$ cat config.mk
export PLATFORM = sky130hd
export DESIGN_NAME = utf8_stream_decoder
export DESIGN_NICKNAME = d
export VERILOG_FILES = /design/src/hdl/usd_pkg.sv /design/src/hdl/utf8_stream_decoder.sv
export SDC_FILE = /design/constraint.sdc
export NUM_CORES = 1
export LEC_CHECK = 0
export BUFFER_PORTS_ARGS = -buffer_cell sky130_fd_sc_hd__buf_2
export CAP_MARGIN = 20
export CELL_PAD_IN_SITES_DETAIL_PLACEMENT = 1
export CELL_PAD_IN_SITES_GLOBAL_PLACEMENT = 1
export CORE_MARGIN = 8
export CORE_UTILIZATION = 49
export DETAILED_ROUTE_END_ITERATION = 12
export PLACE_DENSITY_LB_ADDON = 0.1
export SLEW_MARGIN = 20
export SYNTH_ARGS = -nofsm -noshare
export SYNTH_HDL_FRONTEND = slang
export SYNTH_SLANG_ARGS = --single-unit
$ cat constraint.sdc
create_clock -name i_clk -period 8.4 [get_ports i_clk]
set_clock_uncertainty 0.2 [all_clocks]
set_input_delay 0.42 -clock i_clk [delete_from_list [all_inputs] [get_ports i_clk]]
set_output_delay 0.42 -clock i_clk [all_outputs]
set_load 0.02 [all_outputs]
$ cat src/hdl/usd_pkg.sv
`timescale 1ns / 1ps

package usd_pkg;

    localparam int unsigned ByteW  = 8;
    localparam int unsigned CpW    = 31;
    localparam int unsigned LenW   = 3;
    localparam int unsigned SkipW  = 16;

    localparam logic [SkipW-1:0] SkipMax = {SkipW{1'b1}};

    localparam logic [LenW-1:0] ClsCont  = 3'd0;
    localparam logic [LenW-1:0] ClsAscii = 3'd1;

    function automatic logic [LenW-1:0] byte_class(input logic [ByteW-1:0] b);
        logic [LenW-1:0] cls;
        if (b < 8'h80) begin
            cls = ClsAscii;
        end else if (b < 8'hc0) begin
            cls = ClsCont;
        end else if (b < 8'he0) begin
            cls = 3'd2;
        end else if (b < 8'hf0) begin
            cls = 3'd3;
        end else if (b < 8'hf8) begin
            cls = 3'd4;
        end else if (b < 8'hfc) begin
            cls = 3'd5;
        end else if (b < 8'hfe) begin
            cls = 3'd6;
        end else begin
            cls = ClsCont;
        end
        return cls;
    endfunction

    function automatic logic [SkipW-1:0] sat_add(input logic [SkipW-1:0] a,
                                                 input logic [LenW-1:0] n);
        logic [SkipW:0] s;
        s = {1'b0, a} + {{(SkipW-LenW+1){1'b0}}, n};
        return s[SkipW] ? SkipMax : s[SkipW-1:0];
    endfunction

endpackage

$ cat src/hdl/utf8_stream_decoder.sv
`timescale 1ns / 1ps

// The decoder takes one byte of a UTF-8 stream in each input beat, using the
// original scheme with lead bytes for sequences of one to six bytes, and gives
// one output beat for each finished character: the code point of up to 31
// bits, the sequence length and the count of illegal bytes dropped since the
// previous character, which saturates at 65535.
// Both channels use valid and ready. A byte that finishes a character appears
// on the output in the cycle after its input beat; other bytes give no beat.
// One byte is taken in every cycle unless the output stalls, set by the single
// decode step between the sequence state registers and the output register.
// A byte is taken while the output register is empty or is being emptied in
// the same cycle, so a stalled receiver holds the input only once a finished
// character is waiting.
// The synchronous active-low reset returns the decoder to idle with the
// gathered code point, the byte counts and the skip count cleared, and empties
// the output register.

module utf8_stream_decoder (
    input  logic                          i_clk,
    input  logic                          i_rst_n,
    input  logic                          i_valid,
    output logic                          o_ready,
    input  logic [usd_pkg::ByteW-1:0]     i_in_byte,
    output logic                          o_valid,
    input  logic                          i_ready,
    output logic [usd_pkg::CpW-1:0]       o_code_point,
    output logic [usd_pkg::LenW-1:0]      o_seq_length,
    output logic [usd_pkg::SkipW-1:0]     o_skipped_bytes
);

    logic [usd_pkg::CpW-1:0]   r_accum,  n_accum;
    logic [usd_pkg::LenW-1:0]  r_needed, n_needed;
    logic [usd_pkg::LenW-1:0]  r_taken,  n_taken;
    logic [usd_pkg::SkipW-1:0] r_skip,   n_skip;

    logic                      r_out_valid;
    logic [usd_pkg::CpW-1:0]   r_out_cp,   n_out_cp;
    logic [usd_pkg::LenW-1:0]  r_out_len,  n_out_len;
    logic [usd_pkg::SkipW-1:0] r_out_skip, n_out_skip;

    logic                      accept;
    logic                      emit;
    logic [usd_pkg::LenW-1:0]  cls;
    logic [usd_pkg::SkipW-1:0] skip_base;
    logic [usd_pkg::CpW-1:0]   cont_accum;
    logic [usd_pkg::LenW-1:0]  cont_taken;
    logic [usd_pkg::ByteW-1:0] lead_bits;

    assign o_ready = !r_out_valid || i_ready;
    assign accept  = i_valid && o_ready;

    always_comb begin
        cls        = usd_pkg::byte_class(i_in_byte);
        cont_accum = {r_accum[usd_pkg::CpW-7:0], i_in_byte[5:0]};
        cont_taken = r_taken + 3'd1;
        lead_bits  = i_in_byte & (8'hff >> cls);
        skip_base  = (r_needed != 3'd0) ? usd_pkg::sat_add(r_skip, r_taken) : r_skip;

        n_accum    = r_accum;
        n_needed   = r_needed;
        n_taken    = r_taken;
        n_skip     = r_skip;
        emit       = 1'b0;
        n_out_cp   = r_out_cp;
        n_out_len  = r_out_len;
        n_out_skip = r_out_skip;

        if (r_needed != 3'd0 && cls == usd_pkg::ClsCont) begin
            if (cont_taken >= r_needed) begin
                emit       = 1'b1;
                n_out_cp   = cont_accum;
                n_out_len  = r_needed;
                n_out_skip = r_skip;
                n_accum    = '0;
                n_needed   = 3'd0;
                n_taken    = 3'd0;
                n_skip     = '0;
            end else begin
                n_accum = cont_accum;
                n_taken = cont_taken;
            end
        end else if (cls == usd_pkg::ClsCont) begin
            n_skip = usd_pkg::sat_add(r_skip, 3'd1);
        end else if (cls == usd_pkg::ClsAscii) begin
            emit       = 1'b1;
            n_out_cp   = {24'd0, i_in_byte[6:0]};
            n_out_len  = 3'd1;
            n_out_skip = skip_base;
            n_accum    = '0;
            n_needed   = 3'd0;
            n_taken    = 3'd0;
            n_skip     = '0;
        end else begin
            n_accum  = {23'd0, lead_bits};
            n_needed = cls;
            n_taken  = 3'd1;
            n_skip   = skip_base;
        end
    end

    always_ff @(posedge i_clk) begin
        if (!i_rst_n) begin
            r_accum     <= '0;
            r_needed    <= 3'd0;
            r_taken     <= 3'd0;
            r_skip      <= '0;
            r_out_valid <= 1'b0;
        end else begin
            if (accept) begin
                r_accum  <= n_accum;
                r_needed <= n_needed;
                r_taken  <= n_taken;
                r_skip   <= n_skip;
            end
            if (accept && emit) begin
                r_out_valid <= 1'b1;
            end else if (i_ready) begin
                r_out_valid <= 1'b0;
            end
        end
    end

    always_ff @(posedge i_clk) begin
        if (accept && emit) begin
            r_out_cp   <= n_out_cp;
            r_out_len  <= n_out_len;
            r_out_skip <= n_out_skip;
        end
    end

    assign o_valid         = r_out_valid;
    assign o_code_point    = r_out_cp;
    assign o_seq_length    = r_out_len;
    assign o_skipped_bytes = r_out_skip;

`ifndef NO_ASSERTIONS
    a_idle_counts: assert property (@(posedge i_clk) disable iff (!i_rst_n)
        (r_needed == 3'd0) |-> (r_taken == 3'd0))
        else $error("Byte count is nonzero while idle.");

    a_taken_range: assert property (@(posedge i_clk) disable iff (!i_rst_n)
        (r_needed != 3'd0) |-> (r_taken >= 3'd1 && r_taken < r_needed && r_needed >= 3'd2))
        else $error("Byte count outside the sequence in progress.");

    a_out_len: assert property (@(posedge i_clk) disable iff (!i_rst_n)
        o_valid |-> (o_seq_length >= 3'd1 && o_seq_length <= 3'd6))
        else $error("Output sequence length out of range.");

    a_ascii_cp: assert property (@(posedge i_clk) disable iff (!i_rst_n)
        (o_valid && o_seq_length == 3'd1) |-> (o_code_point < 31'd128))
        else $error("Single-byte character above the ASCII range.");

    a_skip_clear: assert property (@(posedge i_clk) disable iff (!i_rst_n)
        (accept && emit) |=> (r_skip == '0 && r_needed == 3'd0))
        else $error("State not cleared after a finished character.");
`endif

endmodule

# Word-level counts from Yosys, hierarchy flattened
# Cells that the tools add are included.
# Widths: inputs -> output; s select.
# totals
romBits	0
register_bits	98
mem_count	0
latchBits	0
inputBits	12
wordCells	81
out_inout_bits	52
ramBits	0
# op_classes
add_sub_neg	3
shift	1
n_lt_le_gt_ge	8
n_eq_ne	3
n_bitwise	1
div	0
mul	0
reduce_logical	13
mux	44
# ops
cell	n
$mux 16	11
$mux 31	4
$mux 25	3
$lt 8x8->1 const B	7
$mux 3	18
$add 16x1->17 const B	1
$add 16x3->17	1
$and 8x8->8	1
$mux 8	1
$shr 8x3->8 const A	1
$mux 1	7
$ne 2x1->1 const B	2
$reduce_and 2->1	2
$reduce_and 4->1	1
$reduce_bool 2->1	2
$add 3x1->3 const B	1
$eq 3x1->1 const B	1
$ge 3x3->1	1
$logic_and 1x1->1	3
$logic_not 3->1	1
$reduce_and 3->1	1
$reduce_bool 3->1	1
$logic_not 1->1	1
$logic_or 1x1->1	1

# Depth between registers and ports, before layout
# Gate-level depths: netlist of run 1.
# logic_depth
ltp_word	14
mapped_depth	10
mapped_depth_nobuf	9

# Worst setup path after synthesis of run 1
# Ideal clock, no wire load.
# synth_timing
path_type	flip-flop to flip-flop
from	reg r_taken[0] (netlist bit)
to	reg r_out_cp (netlist bit o_code_point[0]) (enable)
path_buffers	0
stages_incl_launch_ff	9
required_ps	7787
arrival_ps	2893
slack_ps	4894
setup_ps	413
synth_period_minus_slack_ps	3506
cell_sequence	dfxtp_1 -> ha_1 -> nor2b_1 -> or2_2 -> ha_1 -> nor2_1 -> a21o_1 -> mux2i_4 -> and2_1
# synth_via
elab_chain_cells	6
elab_cells_between_ends	7
cone_classes	1 x add/sub; 1 x order compare; 1 x eq/ne; 2 x mux; 2 x reduce/logical
# synth_lines
element	line_no	source
start: declaration	utf8_stream_decoder.sv:34	logic [usd_pkg::LenW-1:0] r_taken, n_taken;
start signal: assignment	utf8_stream_decoder.sv:113	r_taken <= n_taken;
$add 3x1->3 *	utf8_stream_decoder.sv:56	cont_taken = r_taken + 3'd1;
$ge 3x3->1 *	utf8_stream_decoder.sv:70	if (cont_taken >= r_needed) begin
$mux 1	utf8_stream_decoder.sv:70	
$mux 1	utf8_stream_decoder.sv:69	if (r_needed != 3'd0 && cls == usd_pkg::ClsCont) begin
$logic_and 1x1->1	utf8_stream_decoder.sv:125	if (accept && emit) begin
$reduce_and 4->1 (no source line) *	--	
end signal: assignment	utf8_stream_decoder.sv:126	r_out_cp <= n_out_cp;
end: declaration	utf8_stream_decoder.sv:38	logic [usd_pkg::CpW-1:0] r_out_cp, n_out_cp;
# Every way passes the cells marked *; elsewhere a longest branch is shown, timed or not.
# A chain may end at the register's enable or synchronous reset.

# Worst setup path in the final report of run 1
# layout_timing
from	reg r_skip[0] (netlist bit)
to	reg r_out_skip (netlist bit o_skipped_bytes[14]) (data pin)
# layout_via
elab_chain_cells	6
# layout_lines
element	line_no	source
start: declaration	utf8_stream_decoder.sv:35	logic [usd_pkg::SkipW-1:0] r_skip, n_skip;
start signal: assignment	utf8_stream_decoder.sv:114	r_skip <= n_skip;
$add 16x3->17	usd_pkg.sv:40	s = {1'b0, a} + {{(SkipW-LenW+1){1'b0}}, n};
$mux 16	usd_pkg.sv:41	return s[SkipW] ? SkipMax : s[SkipW-1:0];
$mux 16	utf8_stream_decoder.sv:58	skip_base = (r_needed != 3'd0) ? usd_pkg::sat_add(r_skip, r_taken) : r_skip;
$mux 16	utf8_stream_decoder.sv:85	end else if (cls == usd_pkg::ClsAscii) begin
$mux 16	utf8_stream_decoder.sv:83	end else if (cls == usd_pkg::ClsCont) begin
$mux 16	utf8_stream_decoder.sv:69	
via n_out_skip (one bit)	utf8_stream_decoder.sv:40	logic [usd_pkg::SkipW-1:0] r_out_skip, n_out_skip;
end signal: assignment	utf8_stream_decoder.sv:128	r_out_skip <= n_out_skip;
end: declaration	utf8_stream_decoder.sv:40	
# The timed path passes the listed nets, and every way through them passes these cells. The select of a mux whose other input is x is not followed.

==> impl_results.md, run 1 <==
* Slew Limit Fails at 0
* DP Worst Slack at 4.67 ns
* DR vias at ~4200
* Setup ws final at 5.16 ns
* Worst-margin pin slew at 0.922 ns
* Adder-cell share of the synthesized area at 0.0236
* Hold Violations, Final at 0
* Total Routed Length at 13800 um
* TritonCTS clock tree: yes
* Clk network pwr share at 0.332
* DR iter-0 viols at 219
* Clock latency on the worst-skew pair at roughly 0.37 ns
* Chip width at around 120 um
* CTS sink cnt at 98
* CTS H-tree depth at 3
* Status: completed
* Yosys cell types at 71
* Clock Tree Root: clkbuf_8
* Antenna-violating nets left at 0
* Hold WC Path Type: in -> reg
* Maximum clock insertion buffer count at 2
* Max IR drop VDD at 72.2 uV
* # Max-Cap Violations at 0
* Ant. Diodes at 0
* Leak at 0.00197 uW
* Number of synthesized register bits at 98
* Post-synth ARST share at 0
* WL per Instance at 19.8 um
* Crit-path max FO at 7
* Congestion Overflow GR at 0
* Nets at 580
* Die H at ~120 um
* Initial Utilization at 0.500
* Final setup fails at 0
* Sequential Power Share at 0.547
* Post-synth EDFFs at 50
* Post-Layout Cell Count at 700
* Post-synthesis xor/xnor area fraction at 0.0224
* Post-layout minimum cycle time at 3.24 ns
* Largest family of logic cells by synthesized area: simple AND/OR/NAND/NOR gates
* Final GP Congestion at 0.842
* Worst setup EP type: flop
* Gr usage total at 0.197
* I/O pin count at between 60 and 70
* F_max at 309 MHz
* Cells after DPL at 684
* Post-Synth Simple-Gate Area at 0.210
* Core outline area at around 10000 um2
* Synth Area in Compound Gates at 0.209
* IO buf count at 63
* Crit path arrival time at 3.17 ns
* Post-CTS Setup Bufs at 0
* Worst-path clk slew at 0.10 ns
* P_int at 701 uW
* DR DRC count at 0
* Element type at the critical path start: flop
* Sw Ratio at 0.285
* Vias/cell at 6.00
* Initial antenna violation count at 0
* Inserted Clock Buffers at 9
* Tcrit/Tclk final at 0.386
* Area growth, synth to finish at 10.6%
* Row count at 37
* Worst stage delay on the critical path at 0.56 ns
* Syn_nets at around 540
* Hold_buf cts at 0
* Vias in the first global route at 4181
* Setup TNS at 0 ns
* Cell Pwr Density at 174 nW/um2
* Cell area after synthesis at 5090 um2
* CP max stage cell: a2111o_1
* Worst Setup Path Type: reg -> reg
* First-pass GRT wire length at 22500 um
* Hold slack at between 0.04 and 0.05 ns
* Proportion of synthesized area in mux cells at 0.00861
* Share of layout cells above drive strength 1 at 0.190
* Mean Syn Cell Area at 9.86 um2
* Syn. warnings at 0
* Worst EP required at 8.33 ns
* # resized after CTS at 0
* Unrepaired setup endpoints after global routing: no
* Sw power at ~280 uW
* Synth Flop Type: edfxtp_1
* Headroom to the max-slew limit at 0.377
* Die area at around 14000 um2
* Largest net degree at the start of global routing at 54
* Register area share after synthesis at 0.484
* Combinational share of power at 0.121
* Final HPWL DP at between 9000 and 10000 um
* Pre-antenna DRT Iters at 4
* Mapped Cells at a little over 500
* Worst path cell trace: ha_1 > inv_1 > fa_1 > nand2b_1 > a2111o_1 > or3_1 > nor2_1 > mux2_1
sequential cells by signal, indices dropped and copies added (netlist names):
register,flops
r_needed,3
o_valid,1
r_accum,25
o_code_point,31
o_skipped_bytes,16
r_taken,3
o_seq_length,3
r_skip,16
power groups by stage:
| stage | logic, uW | clock network, uW | registers, uW |
|---|---|---|---|
| final | 119 | 326 | 536 |
| after global routing | 129 | 347 | 539 |
| after detailed placement | 118 | 0 | 547 |
| after CTS | 119 | 331 | 537 |
| after global placement | 115 | 0 | 547 |
| after floorplan | 75.6 | 0 | 554 |
final cells by class:
class	count	area, um2
Timing Repair Buffer	66	338
Clock buffer	9	124
Tap cell	136	170
Fill cell	1166	4550
Sequential cell	98	2460
Inverter	9	33.8
Clock inverter	7	90.1
Multi-Input combinational cell	375	2410
Yosys cell counts, types with 2 or more instances:
cell,instances,area (um2)
xnor2_1,9,78.8
and2_1,33,206
or2_1,2,12.5
nand3_1,10,50.1
edfxtp_1,50,1500
o21a_1,2,15.0
a22oi_1,20,150
o22ai_1,4,25.0
a22o_1,2,17.5
clkbuf_1,10,37.5
a31oi_1,21,131
inv_1,9,33.8
a211o_1,2,17.5
nand4_1,9,56.3
a21oi_1,35,175
a31o_2,3,26.3
o2bb2ai_1,5,43.8
nor2b_1,23,144
nand2b_1,8,50.1
nor4_1,2,12.5
dfxtp_1,48,961
a21boi_1,5,37.5
a21o_1,5,37.5
nor2_2,3,18.8
o21ai_0,25,125
buf_2,17,85.1
nand4_2,2,25.0
o211ai_1,5,37.5
or2_2,2,12.5
o21ai_1,3,15.0
nor3_2,2,20.0
a211oi_1,6,45.0
xor2_1,4,35.0
buf_4,3,22.5
nor3_1,8,40.0
nor2_1,26,97.6
ha_1,8,100
buf_6,3,33.8
nand2_1,42,158
or3_1,6,37.5
and3_1,4,25.0
logic make-up after synthesis:
kind of cell,Yosys count
buf+inv,43
fa+ha+maj,9
xor+xnor,13
flops,98
simple gates,191
compound gates,159
mux,3
routing by layer:
layer | part of all wire | global-route usage
met4 | 0.0092 | 0.0657
met1 | 0.43 | 0.254
met3 | 0.055 | 0.0321
met5 | 0 | 0
met2 | 0.51 | 0.330
worst max-delay path, delay by kind of cell (launching register included):
kind | cells | cell delay, ns
flip-flops | 1 | 0.45
buffers and inverters | 1 | 0.06
AO/OA/AOI/OAI | 1 | 0.56
AND/OR/NAND/NOR | 3 | 0.79
adder cells (fa/ha/maj) | 2 | 0.61
multiplexers | 1 | 0.33
path summary, 6_finish.rpt:
path	cells past startpoint	from	endpoint	slack (ns)
worst max-delay path	8	r_skip[0]	o_skipped_bytes[14]	5.16
worst max register to register	8	r_skip[0]	o_skipped_bytes[14]	5.16
worst min register to register	2	r_accum[5]	r_accum[5]	0.29
worst min-delay path	1	i_in_byte[0]	o_code_point[0]	0.05
stage by stage:
stage	utilization	instance area, um2	power (uW)
finish	0.553	5630	981
global route	0.553	5630	1020
CTS	0.553	5630	986
detailed placement	0.532	5420	666
global placement	0.532	5420	661
floorplan	-	5090	629
layout by cell type (no fill, tap or decap), types with 8 or more instances in the layout:
cell      synthesis  final
buf_2            17     63
edfxtp_1         50     50
dfxtp_1          48     48
nand2_1          42     42
a21oi_1          35     35
and2_1           33     32
nor2_1           26     26
o21ai_0          25     25
nor2b_1          23     23
a31oi_1          21     21
a22oi_1          20     20
nand3_1          10     10
inv_1             9      9
nand4_1           9      9
xnor2_1           9      9
clkbuf_8          0      9
nand2b_1          8      8
nor3_1            8      8
ha_1              8      8
Note: power is estimated with default switching activity, not from simulation.
==> run 2, diff against run 1 <==
CORE_UTILIZATION = 41   (was 49)
clock period = 2.9 ns   (was 8.4 ns; I/O delays follow)
==> run 2 against run 1 <==
Net effect: hold slack worse by 0.024 ns; total power rose to 3.3 times the previous value; critical path depth stayed put; critical endpoint unchanged.
==> impl_results.md, run 2 (synthesis results as in run 1) <==
* # Max-Cap Violations at 0 (unchanged)
* Worst path cell trace: ha_1 > inv_1 > fa_2 > nand2b_4 > a2111o_1 > or3_4 > nor2_2 > mux2_1
* Element type at the critical path start: flop
* Most common cell after layout, fill and taps aside: buf_2
* Largest register FFs at 31 (unchanged)
* Status: completed
* Total Routed Length at 14600 um (+5.7%)
* R2R depth at 8 (unchanged)
* Worst path top cell family by delay: simple AND/OR/NAND/NOR gates
* Die H at 127 um (+8.1%)
* R2r endpoint: o_skipped_bytes[14]
* Leak at 0.00220 uW (+12%)
* Slew Limit Fails at 0 (unchanged)
* Congestion Overflow GR at 0 (unchanged)
* Largest net degree at the start of global routing at 53 (-1.9%)
* Hold WC Path Type: in -> reg
* Post-layout minimum cycle time at 2.77 ns (-0.473 ns)
* Gr usage total at 0.184 (-0.0133)
* Worst-margin pin slew at 0.558 ns (-0.364 ns)
* Worst Setup Path Type: reg -> reg
* Clock latency on the worst-skew pair at 0.35 ns (-0.02 ns)
* Hold Path Stages at 3 (+2)
* Area growth, synth to finish at 20.0%
* WL per Instance at 19.1 um (-3.4%)
* Share of layout cells above drive strength 1 at 0.227 (+0.0377)
* Post-CTS Setup Bufs at 0 (unchanged)
* Commonest cells after routing, fill and taps aside: 63 x buf_2, 50 x edfxtp_1, 48 x dfxtp_1, 41 x nand2_1, 35 x a21oi_1
* Maximum clock insertion buffer count at 2 (unchanged)
* Final GP Congestion at 0.839 (-0.32%)
* Headroom to the max-slew limit at 0.626 (+0.249)
* Clock Tree Root: clkbuf_16
* Cells after DPL at 741 (+8.3%)
* Hold EP: r_skip[3]
* Post-Layout Cell Count at 766 (+9.4%)
* Post-layout util at 0.506 (-0.0464)
* CP max stage cell: a2111o_1
* FF-to-FF Start: r_taken[0]
* I/O pin count at 64 (unchanged)
* Inserted Clock Buffers at 9 (unchanged)
* TritonCTS clock tree: yes
* Row count at 40 (+8.1%)
* Die area at 16200 um2 (+17%)
* CTS sink cnt at 98 (unchanged)
* Vias in the first global route at 4327 (+3.5%)
* First-pass GRT wire length at 23500 um (+4.3%)
* F_max at 361 MHz (+17%)
* Cell Pwr Density at 532 nW/um2 (+210%)
* Setup TNS at 0 ns (unchanged)
* Core outline area at 12100 um2 (+18%)
* Worst Hold Launch: i_in_byte[7]
* Hold slack at 0.0220 ns (-0.0236 ns)
* Max IR drop VDD at 332 uV (+360%)
* R2r setup slk at 0.13 ns (-5.03 ns)
* Initial antenna violation count at 0 (unchanged)
* IO buf count at 63 (unchanged)
* Worst setup EP type: flop
* Worst path buffer plus inverter count at 1 (unchanged)
* Chip width at 127 um (+8.1%)
* Final setup fails at 0 (unchanged)
* Ant. Diodes at 0 (unchanged)
* Tcrit/Tclk final at 0.954 (+0.568)
* Unrepaired setup endpoints after global routing: no
* Pre-antenna DRT Iters at 4 (unchanged)
* Worst EP required at 2.81 ns (-5.52 ns)
* Worst-path clk slew at 0.07 ns (-0.03 ns)
* Final HPWL DP at 10200 um (+7.0%)
* Crit-path max FO at 3 (-4)
* Worst stage delay on the critical path at 0.46 ns (-0.10 ns)
* Nets at 614 (+5.9%)
* CTS H-tree depth at 3 (unchanged)
* DR iter-0 viols at 269 (+23%)
* Crit path arrival time at 2.68 ns (-0.49 ns)
* DR DRC count at 0 (unchanged)
* Vias/cell at 5.70 (-5.1%)
* Hold Violations, Final at 0 (unchanged)
* Initial Utilization at 0.422 (-0.0777)
* DR vias at 4366 (+3.9%)
* Antenna-violating nets left at 0 (unchanged)
run 2: changes by cell type in the layout (fill, tap and decap cells not counted), moves of 2 or more:
| cell | before | now |
|---|---|---|
| clkinv_4 | 2 | 0 |
| clkbuf_8 | 9 | 0 |
| clkbuf_16 | 0 | 9 |
| buf_12 | 0 | 2 |
| buf_4 | 3 | 26 |
| dlygate4sd3_1 | 0 | 9 |
run 2: how the worst max path moves through the flow:
stage / startpoint / to / slack, ns / depth (start not counted)
2_1_floorplan: r_skip[0] / o_skipped_bytes[14] / 0.01 / 8
3_3_place_gp: r_taken[0] / o_skipped_bytes[14] / 0.12 / 8
3_5_place_dp: r_taken[0] / o_skipped_bytes[14] / 0.05 / 8
4_1_cts: r_taken[0] / o_skipped_bytes[14] / 0.01 / 8
5_1_grt: r_taken[0] / o_skipped_bytes[14] / 0.01 / 8
6_report: r_taken[0] / o_skipped_bytes[14] / 0.13 / 8
run 2: cell type report:
class | instances | area (um2)
Fill cell | 1400 | 5950
Sequential cell | 98 | 2460
Multi-Input combinational cell | 375 | 2440
Timing Repair Buffer | 100 | 641
Clock buffer | 9 | 225
Tap cell | 168 | 210
Clock inverter | 7 | 98.8
Inverter | 9 | 33.8
run 2: tightest hold or removal path: stages:
cell and delay, ns:
buf_2 0.18, o221ai_1 0.11, a21oi_1 0.08
run 2: metrics by stage:
step           worst slack, ns  instance area [um2]  total power (uW)
6_report                 0.133                 6110              3250
3_5_place_dp            0.0490                 5670              1960
4_1_cts                 0.0103                 6080              3280
5_1_grt                 0.0132                 6110              3360
2_1_floorplan           0.0126                 5090              1820
3_3_place_gp             0.119                 5670              1950
run 2: routing by layer:
metal	global-route usage	share of wire	vias up
li1	-	-	2066
met5	0	0	-
met1	0.230	0.44	2172
met4	0.0637	0.019	0
met2	0.303	0.48	110
met3	0.0445	0.055	18
run 2: power breakdown:
group | leakage [uW] | internal [uW] | total, uW | switching (uW)
Combinational | 0.00119 | 141 | 397 | 256
Sequential | 0.000865 | 1510 | 1540 | 36.2
Clock | 0.000152 | 762 | 1300 | 543
run 2: repair_timing:
action / in CTS / in global routing
hold buffers: 9 / 0
endpoints found under the setup margin: 0 / 17
endpoints found under the hold margin: 9 / 0
resized for setup: 0 / 6
